$ cat config.mk
export PLATFORM = sky130hd
export DESIGN_NAME = keyed_base64_codec
export DESIGN_NICKNAME = d
export VERILOG_FILES = /design/src/kb64_pkg.sv /design/src/keyed_base64_codec.sv /design/src/kb64_queue.sv /design/src/kb64_front.sv /design/src/kb64_back.sv
export SDC_FILE = /design/constraint.sdc
export NUM_CORES = 2
export LEC_CHECK = 0
export ABC_CLOCK_PERIOD_IN_PS = 4500
export BUFFER_PORTS_ARGS = -buffer_cell sky130_fd_sc_hd__buf_2
export CAP_MARGIN = 20
export CORE_MARGIN = 2
export CORE_UTILIZATION = 60
export CTS_CLUSTER_SIZE = 24
export DETAILED_ROUTE_END_ITERATION = 10
export PLACE_DENSITY_LB_ADDON = 0.25
export SETUP_SLACK_MARGIN = 0.02
export SYNTH_ARGS = -nofsm -noshare
export SYNTH_HDL_FRONTEND = slang
export SYNTH_HIERARCHICAL = 1
export SYNTH_SLANG_ARGS = --single-unit
$ cat constraint.sdc
create_clock -name clock -period 4.5 [get_ports clock]
set_input_delay 0.225 -clock clock [delete_from_list [all_inputs] [get_ports clock]]
set_output_delay 0.225 -clock clock [all_outputs]
set_load 0.02 [all_outputs]
$ cat src/kb64_pkg.sv
`timescale 1ns / 1ps
package kb64_pkg;

   localparam int CHAR_CODES  = 128;
   localparam int CHAR_BITS   = $clog2(CHAR_CODES);
   localparam int ALPHA_SIZE  = 64;
   localparam int INDEX_BITS  = $clog2(ALPHA_SIZE);
   localparam int QUEUE_DEPTH = 2;
   localparam int QPTR_BITS   = $clog2(QUEUE_DEPTH);
   localparam int QCNT_BITS   = $clog2(QUEUE_DEPTH + 1);

   localparam logic [ALPHA_SIZE*8-1:0] DEFAULT_KEY =
      "PaAwO65goUf7IK2vi9}xq8cFTEXLCDY1Hd3tV0ryzjbpN{BlnSs4mGRkQWMZJeuh";

   typedef logic [1:0] kind_type;
   localparam kind_type KIND_ENC   = 2'd0;
   localparam kind_type KIND_DEC   = 2'd1;
   localparam kind_type KIND_ALPHA = 2'd2;

   typedef struct packed {
      kind_type                kind;
      logic                    last;
      logic [7:0]              data;
      logic [INDEX_BITS-1:0]   index;
      logic                    flag;
   } queue_word_type;

   typedef struct packed {
      logic                    clear;
      logic                    we;
      logic [CHAR_BITS-1:0]    addr;
      logic [INDEX_BITS-1:0]   idx;
      logic                    done;
   } map_write_type;

   function automatic logic [6:0] default_char(input logic [INDEX_BITS-1:0] k);
      logic [7:0] c;
      c = DEFAULT_KEY[(ALPHA_SIZE - 1 - int'(k)) * 8 +: 8];
      return c[6:0];
   endfunction

endpackage

$ cat src/keyed_base64_codec.sv
`timescale 1ns / 1ps
// A word goes from the front's s1 register through the queue to the back; its outputs pass the
// emit and p registers into the rsp registers. The front takes one word per cycle while
// req_stall is low; the back pops the queue only when no group is issuing or as its last output
// issues (a group is 3 bytes encoded or 4 characters decoded). An accepted alphabet write holds
// req_stall high until the inverse map is rebuilt, a rejected one until the back pops it. Reset
// (synchronous, active high) restores the default alphabet, rebuilding the map under req_stall.
module keyed_base64_codec
   import kb64_pkg::*;
(
   input  logic        clock,
   input  logic        reset,
   input  logic        req_valid,
   output logic        req_stall,
   input  logic        req_opcode,
   input  logic [5:0]  req_entry_index,
   input  logic [15:0] req_in_value,
   input  logic        req_in_last,
   output logic        rsp_valid,
   input  logic        rsp_stall,
   output logic [7:0]  rsp_out_value,
   output logic        rsp_out_last,
   output logic        rsp_hit_invalid,
   input  logic        csr_write_enable,
   input  logic        csr_write_data
);

   map_write_type  map_wr;
   queue_word_type push_word;
   queue_word_type pop_word;
   logic           push;
   logic           pop;
   logic           queue_full;
   logic           queue_empty;

   kb64_front u_front (
      .clock            (clock),
      .reset            (reset),
      .req_valid        (req_valid),
      .req_stall        (req_stall),
      .req_opcode       (req_opcode),
      .req_entry_index  (req_entry_index),
      .req_in_value     (req_in_value),
      .req_in_last      (req_in_last),
      .csr_write_enable (csr_write_enable),
      .csr_write_data   (csr_write_data),
      .map_wr           (map_wr),
      .push             (push),
      .push_word        (push_word),
      .queue_full       (queue_full)
   );

   kb64_queue u_queue (
      .clock     (clock),
      .reset     (reset),
      .push      (push),
      .push_word (push_word),
      .full      (queue_full),
      .pop       (pop),
      .pop_word  (pop_word),
      .empty     (queue_empty)
   );

   kb64_back u_back (
      .clock            (clock),
      .reset            (reset),
      .csr_write_enable (csr_write_enable),
      .q_word           (pop_word),
      .q_empty          (queue_empty),
      .pop              (pop),
      .map_wr           (map_wr),
      .rsp_valid        (rsp_valid),
      .rsp_stall        (rsp_stall),
      .rsp_out_value    (rsp_out_value),
      .rsp_out_last     (rsp_out_last),
      .rsp_hit_invalid  (rsp_hit_invalid)
   );

endmodule

$ cat src/kb64_queue.sv
`timescale 1ns / 1ps
module kb64_queue
   import kb64_pkg::*;
(
   input  logic           clock,
   input  logic           reset,
   input  logic           push,
   input  queue_word_type push_word,
   output logic           full,
   input  logic           pop,
   output queue_word_type pop_word,
   output logic           empty
);

   queue_word_type         entry_ff [QUEUE_DEPTH];
   logic [QPTR_BITS-1:0]   wptr_ff, wptr_in;
   logic [QPTR_BITS-1:0]   rptr_ff, rptr_in;
   logic [QCNT_BITS-1:0]   count_ff, count_in;

   assign full     = (count_ff == QCNT_BITS'(QUEUE_DEPTH));
   assign empty    = (count_ff == '0);
   assign pop_word = entry_ff[rptr_ff];

   function automatic logic [QPTR_BITS-1:0] bump(input logic [QPTR_BITS-1:0] p);
      if (p == QPTR_BITS'(QUEUE_DEPTH - 1)) begin
         return '0;
      end
      return p + 1'b1;
   endfunction

   always_comb begin
      wptr_in  = (push && !full) ? bump(wptr_ff) : wptr_ff;
      rptr_in  = (pop && !empty) ? bump(rptr_ff) : rptr_ff;
      count_in = count_ff;
      if ((push && !full) && !(pop && !empty)) begin
         count_in = count_ff + 1'b1;
      end else if (!(push && !full) && (pop && !empty)) begin
         count_in = count_ff - 1'b1;
      end
   end

   always_ff @(posedge clock) begin
      if (reset) begin
         wptr_ff  <= '0;
         rptr_ff  <= '0;
         count_ff <= '0;
      end else begin
         wptr_ff  <= wptr_in;
         rptr_ff  <= rptr_in;
         count_ff <= count_in;
      end
   end

   always_ff @(posedge clock) begin
      if (push && !full) begin
         entry_ff[wptr_ff] <= push_word;
      end
   end

endmodule

$ cat src/kb64_front.sv
`timescale 1ns / 1ps
module kb64_front
   import kb64_pkg::*;
(
   input  logic                  clock,
   input  logic                  reset,
   input  logic                  req_valid,
   output logic                  req_stall,
   input  logic                  req_opcode,
   input  logic [5:0]            req_entry_index,
   input  logic [15:0]           req_in_value,
   input  logic                  req_in_last,
   input  logic                  csr_write_enable,
   input  logic                  csr_write_data,
   input  map_write_type         map_wr,
   output logic                  push,
   output queue_word_type        push_word,
   input  logic                  queue_full
);

   logic                  mode_ff;
   logic                  blocked_ff, blocked_in;
   logic                  s1_valid_ff, s1_valid_in;
   kind_type              s1_kind_ff;
   logic                  s1_last_ff;
   logic [7:0]            s1_data_ff;
   logic [INDEX_BITS-1:0] s1_index_ff;
   logic                  s1_range_ff;
   logic [INDEX_BITS-1:0] inv_mem [CHAR_CODES];
   logic [CHAR_CODES-1:0] inv_valid_ff;
   logic [INDEX_BITS-1:0] inv_q_ff;
   logic                  inv_v_ff;
   logic                  accept;
   logic [CHAR_BITS-1:0]  rd_addr;

   assign push      = s1_valid_ff && !queue_full;
   assign req_stall = blocked_ff || (s1_valid_ff && !push);
   assign accept    = req_valid && !req_stall;
   assign rd_addr   = req_in_value[CHAR_BITS-1:0];

   always_comb begin
      push_word.kind = s1_kind_ff;
      push_word.last = s1_last_ff;
      push_word.data = s1_data_ff;
      if (s1_kind_ff == KIND_DEC) begin
         push_word.index = inv_q_ff;
         push_word.flag  = s1_range_ff && inv_v_ff;
      end else begin
         push_word.index = s1_index_ff;
         push_word.flag  = s1_range_ff;
      end
   end

   always_comb begin
      s1_valid_in = accept ? 1'b1 : (push ? 1'b0 : s1_valid_ff);
      blocked_in  = blocked_ff;
      if (accept && req_opcode) begin
         blocked_in = 1'b1;
      end else if (map_wr.done) begin
         blocked_in = 1'b0;
      end
   end

   always_ff @(posedge clock) begin
      if (reset) begin
         mode_ff      <= 1'b0;
         blocked_ff   <= 1'b1;
         s1_valid_ff  <= 1'b0;
         inv_valid_ff <= '0;
      end else begin
         if (csr_write_enable) begin
            mode_ff <= csr_write_data;
         end
         blocked_ff  <= blocked_in;
         s1_valid_ff <= s1_valid_in;
         if (map_wr.clear) begin
            inv_valid_ff <= '0;
         end else if (map_wr.we) begin
            inv_valid_ff[map_wr.addr] <= 1'b1;
         end
      end
   end

   always_ff @(posedge clock) begin
      if (map_wr.we) begin
         inv_mem[map_wr.addr] <= map_wr.idx;
      end
      if (accept) begin
         inv_q_ff    <= inv_mem[rd_addr];
         inv_v_ff    <= inv_valid_ff[rd_addr];
         s1_kind_ff  <= req_opcode ? KIND_ALPHA : (mode_ff ? KIND_DEC : KIND_ENC);
         s1_last_ff  <= req_in_last;
         s1_data_ff  <= req_in_value[7:0];
         s1_index_ff <= req_entry_index;
         s1_range_ff <= (req_in_value < 16'(CHAR_CODES));
      end
   end

endmodule

$ cat src/kb64_back.sv
`timescale 1ns / 1ps
module kb64_back
   import kb64_pkg::*;
(
   input  logic           clock,
   input  logic           reset,
   input  logic           csr_write_enable,
   input  queue_word_type q_word,
   input  logic           q_empty,
   output logic           pop,
   output map_write_type  map_wr,
   output logic           rsp_valid,
   input  logic           rsp_stall,
   output logic [7:0]     rsp_out_value,
   output logic           rsp_out_last,
   output logic           rsp_hit_invalid
);

   logic [23:0]           acc_ff, acc_in;
   logic [1:0]            gcount_ff, gcount_in;
   logic                  stopped_ff, stopped_in;
   logic [23:0]           em_acc_ff, em_acc_in;
   logic [2:0]            em_cnt_ff, em_cnt_in;
   logic [1:0]            em_k_ff, em_k_in;
   logic                  em_enc_ff, em_enc_in;
   logic                  em_last_ff, em_last_in;
   logic                  em_inval_ff, em_inval_in;
   logic                  p_valid_ff;
   logic                  p_enc_ff;
   logic [7:0]            p_byte_ff;
   logic                  p_last_ff;
   logic                  p_inval_ff;
   logic                  rsp_valid_ff;
   logic [7:0]            rsp_value_ff;
   logic                  rsp_last_ff;
   logic                  rsp_inval_ff;
   logic                  rb_active_ff, rb_active_in;
   logic [INDEX_BITS-1:0] rb_k_ff, rb_k_in;
   logic                  rd_pend_ff;
   logic [INDEX_BITS-1:0] rd_k_ff;
   logic [6:0]            alpha_mem [ALPHA_SIZE];
   logic [ALPHA_SIZE-1:0] alpha_valid_ff;
   logic [6:0]            mem_q_ff;
   logic [6:0]            def_q_ff;
   logic                  aval_q_ff;
   logic [6:0]            alpha_char;
   logic                  p_move, issue_ok, issue, rb_go;
   logic                  alpha_we, alpha_re, alpha_skip;
   logic [INDEX_BITS-1:0] alpha_raddr;
   logic [5:0]            slice;
   logic [7:0]            byte_sel;
   logic [23:0]           enc_acc, dec_acc;
   logic [1:0]            g_next;
   logic [2:0]            flush_cnt;

   assign alpha_char      = aval_q_ff ? mem_q_ff : def_q_ff;
   assign p_move          = p_valid_ff && (!rsp_valid_ff || !rsp_stall);
   assign issue_ok        = !p_valid_ff || p_move;
   assign issue           = (em_cnt_ff != 3'd0) && issue_ok;
   assign rb_go           = rb_active_ff && !p_valid_ff;
   assign pop             = !q_empty && !rb_active_ff && !rd_pend_ff &&
                            ((em_cnt_ff == 3'd0) || ((em_cnt_ff == 3'd1) && issue_ok));
   assign alpha_we        = pop && (q_word.kind == KIND_ALPHA) && (gcount_ff == 2'd0) &&
                            !stopped_ff && q_word.flag;
   assign alpha_skip      = pop && (q_word.kind == KIND_ALPHA) && !alpha_we;
   assign alpha_re        = rb_go || (issue && em_enc_ff);
   assign alpha_raddr     = rb_go ? rb_k_ff : slice;

   assign map_wr.clear    = alpha_we;
   assign map_wr.we       = rd_pend_ff;
   assign map_wr.addr     = CHAR_BITS'(alpha_char);
   assign map_wr.idx      = rd_k_ff;
   assign map_wr.done     = (rd_pend_ff && (rd_k_ff == INDEX_BITS'(ALPHA_SIZE - 1))) ||
                            alpha_skip;

   assign rsp_valid       = rsp_valid_ff;
   assign rsp_out_value   = rsp_value_ff;
   assign rsp_out_last    = rsp_last_ff;
   assign rsp_hit_invalid = rsp_inval_ff;

   always_comb begin
      case (em_k_ff)
         2'd0:    slice = em_acc_ff[5:0];
         2'd1:    slice = em_acc_ff[11:6];
         2'd2:    slice = em_acc_ff[17:12];
         default: slice = em_acc_ff[23:18];
      endcase
      case (em_k_ff)
         2'd0:    byte_sel = em_acc_ff[7:0];
         2'd1:    byte_sel = em_acc_ff[15:8];
         2'd2:    byte_sel = em_acc_ff[23:16];
         default: byte_sel = 8'd0;
      endcase
      case (gcount_ff)
         2'd0:    enc_acc = acc_ff | {16'd0, q_word.data};
         2'd1:    enc_acc = acc_ff | {8'd0, q_word.data, 8'd0};
         2'd2:    enc_acc = acc_ff | {q_word.data, 16'd0};
         default: enc_acc = acc_ff;
      endcase
      case (gcount_ff)
         2'd0:    dec_acc = acc_ff | {18'd0, q_word.index};
         2'd1:    dec_acc = acc_ff | {12'd0, q_word.index, 6'd0};
         2'd2:    dec_acc = acc_ff | {6'd0, q_word.index, 12'd0};
         default: dec_acc = acc_ff | {q_word.index, 18'd0};
      endcase
      g_next    = gcount_ff + 2'd1;
      flush_cnt = (gcount_ff >= 2'd2) ? {1'b0, gcount_ff} - 3'd1 : 3'd0;
   end

   always_comb begin
      acc_in       = acc_ff;
      gcount_in    = gcount_ff;
      stopped_in   = stopped_ff;
      em_acc_in    = em_acc_ff;
      em_cnt_in    = issue ? em_cnt_ff - 3'd1 : em_cnt_ff;
      em_k_in      = issue ? em_k_ff + 2'd1 : em_k_ff;
      em_enc_in    = em_enc_ff;
      em_last_in   = em_last_ff;
      em_inval_in  = em_inval_ff;
      rb_active_in = rb_active_ff;
      rb_k_in      = rb_k_ff;
      if (rb_go) begin
         if (rb_k_ff == INDEX_BITS'(ALPHA_SIZE - 1)) begin
            rb_active_in = 1'b0;
         end else begin
            rb_k_in = rb_k_ff + 1'b1;
         end
      end
      if (pop) begin
         em_k_in     = 2'd0;
         em_cnt_in   = 3'd0;
         em_last_in  = q_word.last;
         em_inval_in = 1'b0;
         case (q_word.kind)
            KIND_ENC: begin
               em_enc_in = 1'b1;
               em_acc_in = enc_acc;
               if (gcount_ff == 2'd2) begin
                  em_cnt_in = 3'd4;
               end else if (q_word.last) begin
                  em_cnt_in = {1'b0, gcount_ff} + 3'd2;
               end
               if ((gcount_ff == 2'd2) || q_word.last) begin
                  acc_in    = 24'd0;
                  gcount_in = 2'd0;
               end else begin
                  acc_in    = enc_acc;
                  gcount_in = g_next;
               end
            end
            KIND_DEC: begin
               em_enc_in = 1'b0;
               if (stopped_ff) begin
                  if (q_word.last) begin
                     stopped_in = 1'b0;
                  end
               end else if (!q_word.flag) begin
                  em_acc_in   = acc_ff;
                  em_cnt_in   = flush_cnt;
                  em_last_in  = 1'b1;
                  em_inval_in = 1'b1;
                  acc_in      = 24'd0;
                  gcount_in   = 2'd0;
                  stopped_in  = !q_word.last;
               end else if ((gcount_ff == 2'd3) || q_word.last) begin
                  em_acc_in  = dec_acc;
                  em_cnt_in  = (gcount_ff == 2'd3) ? 3'd3 : {1'b0, gcount_ff};
                  em_last_in = (gcount_ff == 2'd3) ? q_word.last : 1'b1;
                  acc_in     = 24'd0;
                  gcount_in  = 2'd0;
               end else begin
                  acc_in    = dec_acc;
                  gcount_in = g_next;
               end
            end
            default: begin
               if (alpha_we) begin
                  rb_active_in = 1'b1;
                  rb_k_in      = '0;
               end
            end
         endcase
      end
      if (csr_write_enable) begin
         acc_in     = 24'd0;
         gcount_in  = 2'd0;
         stopped_in = 1'b0;
      end
   end

   always_ff @(posedge clock) begin
      if (reset) begin
         acc_ff         <= 24'd0;
         gcount_ff      <= 2'd0;
         stopped_ff     <= 1'b0;
         em_cnt_ff      <= 3'd0;
         em_k_ff        <= 2'd0;
         p_valid_ff     <= 1'b0;
         rsp_valid_ff   <= 1'b0;
         rb_active_ff   <= 1'b1;
         rb_k_ff        <= '0;
         rd_pend_ff     <= 1'b0;
         alpha_valid_ff <= '0;
      end else begin
         acc_ff       <= acc_in;
         gcount_ff    <= gcount_in;
         stopped_ff   <= stopped_in;
         em_cnt_ff    <= em_cnt_in;
         em_k_ff      <= em_k_in;
         rb_active_ff <= rb_active_in;
         rb_k_ff      <= rb_k_in;
         rd_pend_ff   <= rb_go;
         if (issue) begin
            p_valid_ff <= 1'b1;
         end else if (p_move) begin
            p_valid_ff <= 1'b0;
         end
         if (p_move) begin
            rsp_valid_ff <= 1'b1;
         end else if (!rsp_stall) begin
            rsp_valid_ff <= 1'b0;
         end
         if (alpha_we) begin
            alpha_valid_ff[q_word.index] <= 1'b1;
         end
      end
   end

   always_ff @(posedge clock) begin
      em_acc_ff   <= em_acc_in;
      em_enc_ff   <= em_enc_in;
      em_last_ff  <= em_last_in;
      em_inval_ff <= em_inval_in;
      if (rb_go) begin
         rd_k_ff <= rb_k_ff;
      end
      if (alpha_we) begin
         alpha_mem[q_word.index] <= q_word.data[6:0];
      end
      if (alpha_re) begin
         mem_q_ff  <= alpha_mem[alpha_raddr];
         def_q_ff  <= default_char(alpha_raddr);
         aval_q_ff <= alpha_valid_ff[alpha_raddr];
      end
      if (issue) begin
         p_enc_ff   <= em_enc_ff;
         p_byte_ff  <= byte_sel;
         p_last_ff  <= em_last_ff && (em_cnt_ff == 3'd1);
         p_inval_ff <= em_inval_ff;
      end
      if (p_move) begin
         rsp_value_ff <= p_enc_ff ? {1'b0, alpha_char} : p_byte_ff;
         rsp_last_ff  <= p_last_ff;
         rsp_inval_ff <= p_inval_ff;
      end
   end

endmodule

==> summary.md <==
| Metric | Value |
|---|---|
| Run status | `finished clean` |
| Number of enable flip-flop cells after synthesis | `roughly 1300` |
| Fin crit share | `89.9%` |
| Category of the most critical setup path | `flop to flop` |
| Required time worst endpoint | `5.02 ns` |
| Largest family of logic cells by synthesized area | `multiplexers` |
| Root buffer cell | `sky130_fd_sc_hd__clkbuf_16` |
| Vias post-DR | `36916` |
| DRC errors left | `0` |
| Worst Tran Pin Value | `approximately 1.2 ns` |
| Clock Pin Slew Worst Setup and Hold Paths | `about 0.060 ns` |
| Largest net degree at the start of global routing | `127` |
| Boundary Pins | `42` |
| Growth of design area from synthesis to finish | `11.6%` |
| Total clock buffers created by CTS | `around 160` |
| Cell area power density | `between 500 and 600 mW/mm²` |
| Leakage power figure | `~23 nW` |
| GRT Util Overall | `around 28%` |
| RD Place Congestion | `0.886` |
| Half-perimeter wire length after detailed placement | `between 90000 and 100000 µm` |
| Post-layout min period | `4.05 ns` |
| Via count of the first global-routing pass | `approximately 36000` |
| Unrepaired setup endpoints after global routing | `no` |
| TritonCTS clock tree | `yes` |
| Count of input and output buffers | `41` |
| Starting density of the core | `60.5%` |
| Number of iterations in the first detailed-routing pass | `9` |
| Worst-case vdd ir drop | `~0.53 mV` |
| Via count normalized by instance count | `about 6.6` |
| Total power | `39.7 mW` |
| Worst Setup Start Kind | `flop` |
| Final sum of negative setup slack | `0 ns` |
| Post-Place Cell Area | `roughly 0.065 mm²` |
| Clock Tree Buf Depth | `3` |
| CTS H-tree depth | `4` |
| Post-cts hold buffer count | `18` |
| Number of distinct standard cells referenced by the synthesized netlist | `76` |
| Primary flip-flop cell chosen by synthesis mapping | `sky130_fd_sc_hd__edfxtp_1` |
| Net count after synthesis | `about 4100` |
| Global-route wire length before repair | `about 230000 µm` |
| Floorplan Core Area | `approximately 0.11 mm²` |
| Number of cells upsized or downsized after cts | `0` |
| Arrival time reported for the critical path endpoint | `about 4.6 ns` |
| Post-synthesis sequential element count | `roughly 1600` |
| Proportion of layout cells with a drive suffix above 1 | `18.4%` |
| Number of antenna violations at the first check in global routing | `4` |
| Hold violation count in the final report | `0` |
| Number of nets in the layout | `about 4100` |
| Post-synthesis instance total | `around 4000` |
| Async SR Flop Fraction | `0%` |
| Total die area | `approximately 0.11 mm²` |
| Detail Route Antenna Nets | `0` |
| Maximum clock frequency | `approximately 250 MHz` |
| Share of cell area taken by muxes after synthesis | `roughly an eighth` |
| Sequential fraction of the synthesis area | `about 71%` |
| Critical path peak fanout | `46` |
| Most frequent standard cell in the layout excluding fill and tap cells | `sky130_fd_sc_hd__edfxtp_1` |
| Post-detailed-routing wire length | `between 150000 and 200000 µm` |
| Number of synthesis warnings | `6` |
| Adder-cell share of the synthesized area | `less than 1%` |
| Clock latency on the worst-skew pair | `slightly below 0.8 ns` |
| Maximum clock skew at final layout | `roughly 0.032 ns` |
| Simple logic cell fraction of the synthesized area | `around 7.7%` |
| Setup Buffers After CTS | `0` |
| Total congestion overflow after global routing | `0` |
| Number of DRC markers in iteration 0 | `between 5000 and 6000` |
| Standard-cell rows | `approximately 120` |
| Commonest non-fill, non-tap cells in the layout | `sky130_fd_sc_hd__edfxtp_1 (1346), sky130_fd_sc_hd__nand2_1 (424), sky130_fd_sc_hd__nor2_1 (375), sky130_fd_sc_hd__mux4_2 (306), sky130_fd_sc_hd__dfxtp_1 (242)` |
| Final setup fails | `0` |
| Mapped Avg Cell Area | `approximately 16 µm²` |
| Clock sinks | `1588` |
| Relative slew margins | `18.3%` |
| Area of the mapped netlist | `0.0637 mm²` |
| Max Slew Vio Count | `0` |
| Max capacitance violation total | `0` |
| Synthesized-area fraction occupied by xor and xnor cells | `less than 1%` |
| Final std cell area, no fill | `between 0.07 and 0.08 mm²` |
| Floorplan die height | `~330 µm` |
| Die X | `330 µm` |
| Hold WC Path Type | `primary input to flop` |
| Routed length per placed instance | `around 27 µm` |
| Synthesized-area fraction occupied by ao, oa, aoi and oai cells | `6.75%` |
| Nature of the critical path endpoint | `flop` |
logic make-up after synthesis:
logic type | Yosys count
AOI/OAI and AO/OA | 620
xor gates and xnor gates | 10
adders and majority gates | 16
buffers and inverters | 297
DFF | 1588
muxes | 364
and+or+nand+nor | 1125
report_power, final:
group	internal [mW]	switching, mW	leakage (nW)
Sequential	17.1	0.206	14.2
Combinational	2.61	6.38	6.46
Clock	7.89	5.50	2.60
final cells by class:
| cell class | instances | area [µm²] |
|---|---|---|
| fillers | 6783 | 34200 |
| repair buffers | 178 | 1550 |
| multi-input cells | 2135 | 17100 |
| flip-flops and latches | 1588 | 45300 |
| clock buffers | 212 | 4370 |
| inverters | 26 | 105 |
| clock inverters | 77 | 968 |
| diodes | 1 | 2.50 |
| well taps | 1391 | 1740 |
synthesized netlist by cell type (all sizes together), types with 12 or more instances:
library cell | number | area, µm²
ha | 16 | 200
a221oi | 26 | 234
buf | 127 | 746
and3 | 62 | 388
a21oi | 171 | 860
nor2b | 17 | 109
a311oi | 56 | 490
dfxtp | 242 | 4840
mux2 | 45 | 507
nor4 | 14 | 87.6
nand3 | 120 | 601
edfxtp | 1346 | 40400
nand4 | 17 | 106
a211oi | 83 | 628
inv | 25 | 93.8
o21a | 128 | 961
nor2 | 376 | 1410
a31oi | 46 | 288
nor3 | 36 | 195
mux4 | 306 | 6890
a22o | 12 | 105
and2 | 16 | 100
nand2 | 426 | 1610
o21ai | 26 | 130
clkbuf | 144 | 541
mux2i | 13 | 130
flip-flops by register name, indices dropped and copies added, names as in the netlist, 3 cells and up, named ones only:
register,count
u_front/s1_index_ff,6
u_front/s1_data_ff,8
u_back/p_byte_ff,8
u_front/inv_mem,768
u_back/rb_k_ff,6
u_back/acc_ff,24
u_back/rd_k_ff,6
u_back/mem_q_ff,7
u_front/inv_valid_ff,128
u_front/inv_q_ff,6
u_back/def_q_ff,7
u_back/em_cnt_ff,3
u_back/alpha_mem,448
u_queue/entry_ff,36
u_back/em_acc_ff,24
u_back/rsp_out_value,8
u_back/alpha_valid_ff,64
worst paths after layout:
path | endpoint | slack [ns] | depth (start not counted) | from
setup / recovery | u_back/mem_q_ff[5]$_DFFE_PP_ | 0.45 | 11 | u_back/em_k_ff[0]$_SDFFE_PP0P_
hold / removal | u_front/s1_data_ff[3]$_DFFE_PP_ | 0.05 | 1 | req_in_value[3]
setup reg to reg | u_back/mem_q_ff[5]$_DFFE_PP_ | 0.45 | 11 | u_back/em_k_ff[0]$_SDFFE_PP0P_
hold reg to reg | u_back/rsp_out_last$_DFFE_PP_ | 0.42 | 0 | u_back/p_last_ff$_DFFE_PP_
per-layer routing:
layer  track usage, %  vias up  wire, µm
met3             4.75      342     13300
met2             45.0     2049     74300
met5                0        -        34
li1                 -    15833         -
met4             10.2        6      5580
met1             39.8    18686     59900
critical path, stage by stage, from the launching register on:
cell and delay (ns):
sky130_fd_sc_hd__dfxtp_1 0.35, sky130_fd_sc_hd__inv_1 0.10, sky130_fd_sc_hd__ha_1 0.44, sky130_fd_sc_hd__a22oi_1 0.18, sky130_fd_sc_hd__a221o_1 0.32, sky130_fd_sc_hd__and2_4 0.22
sky130_fd_sc_hd__inv_4 0.46, sky130_fd_sc_hd__buf_4 0.36, sky130_fd_sc_hd__a311oi_1 0.12, sky130_fd_sc_hd__nor4_1 0.59, sky130_fd_sc_hd__mux2i_1 0.28, sky130_fd_sc_hd__a22o_1 0.31
stage by stage:
| step | cells | util (%) | hold slack [ns] | worst slack, ns |
|---|---|---|---|---|
| final | 5608 | 67.5 | 0.0474 | 0.455 |
| after global routing | 5607 | 67.5 | 0.0435 | 0.424 |
| after CTS | 5605 | 67.5 | 0.00972 | 0.570 |
| after detailed placement | 5298 | 62.2 | 0.405 | 0.566 |
| after global placement | 5298 | 62.2 | 0.402 | 0.710 |
| after floorplan | 4020 | - | 0.294 | 0.987 |
Power figures use the tool's default switching activity.
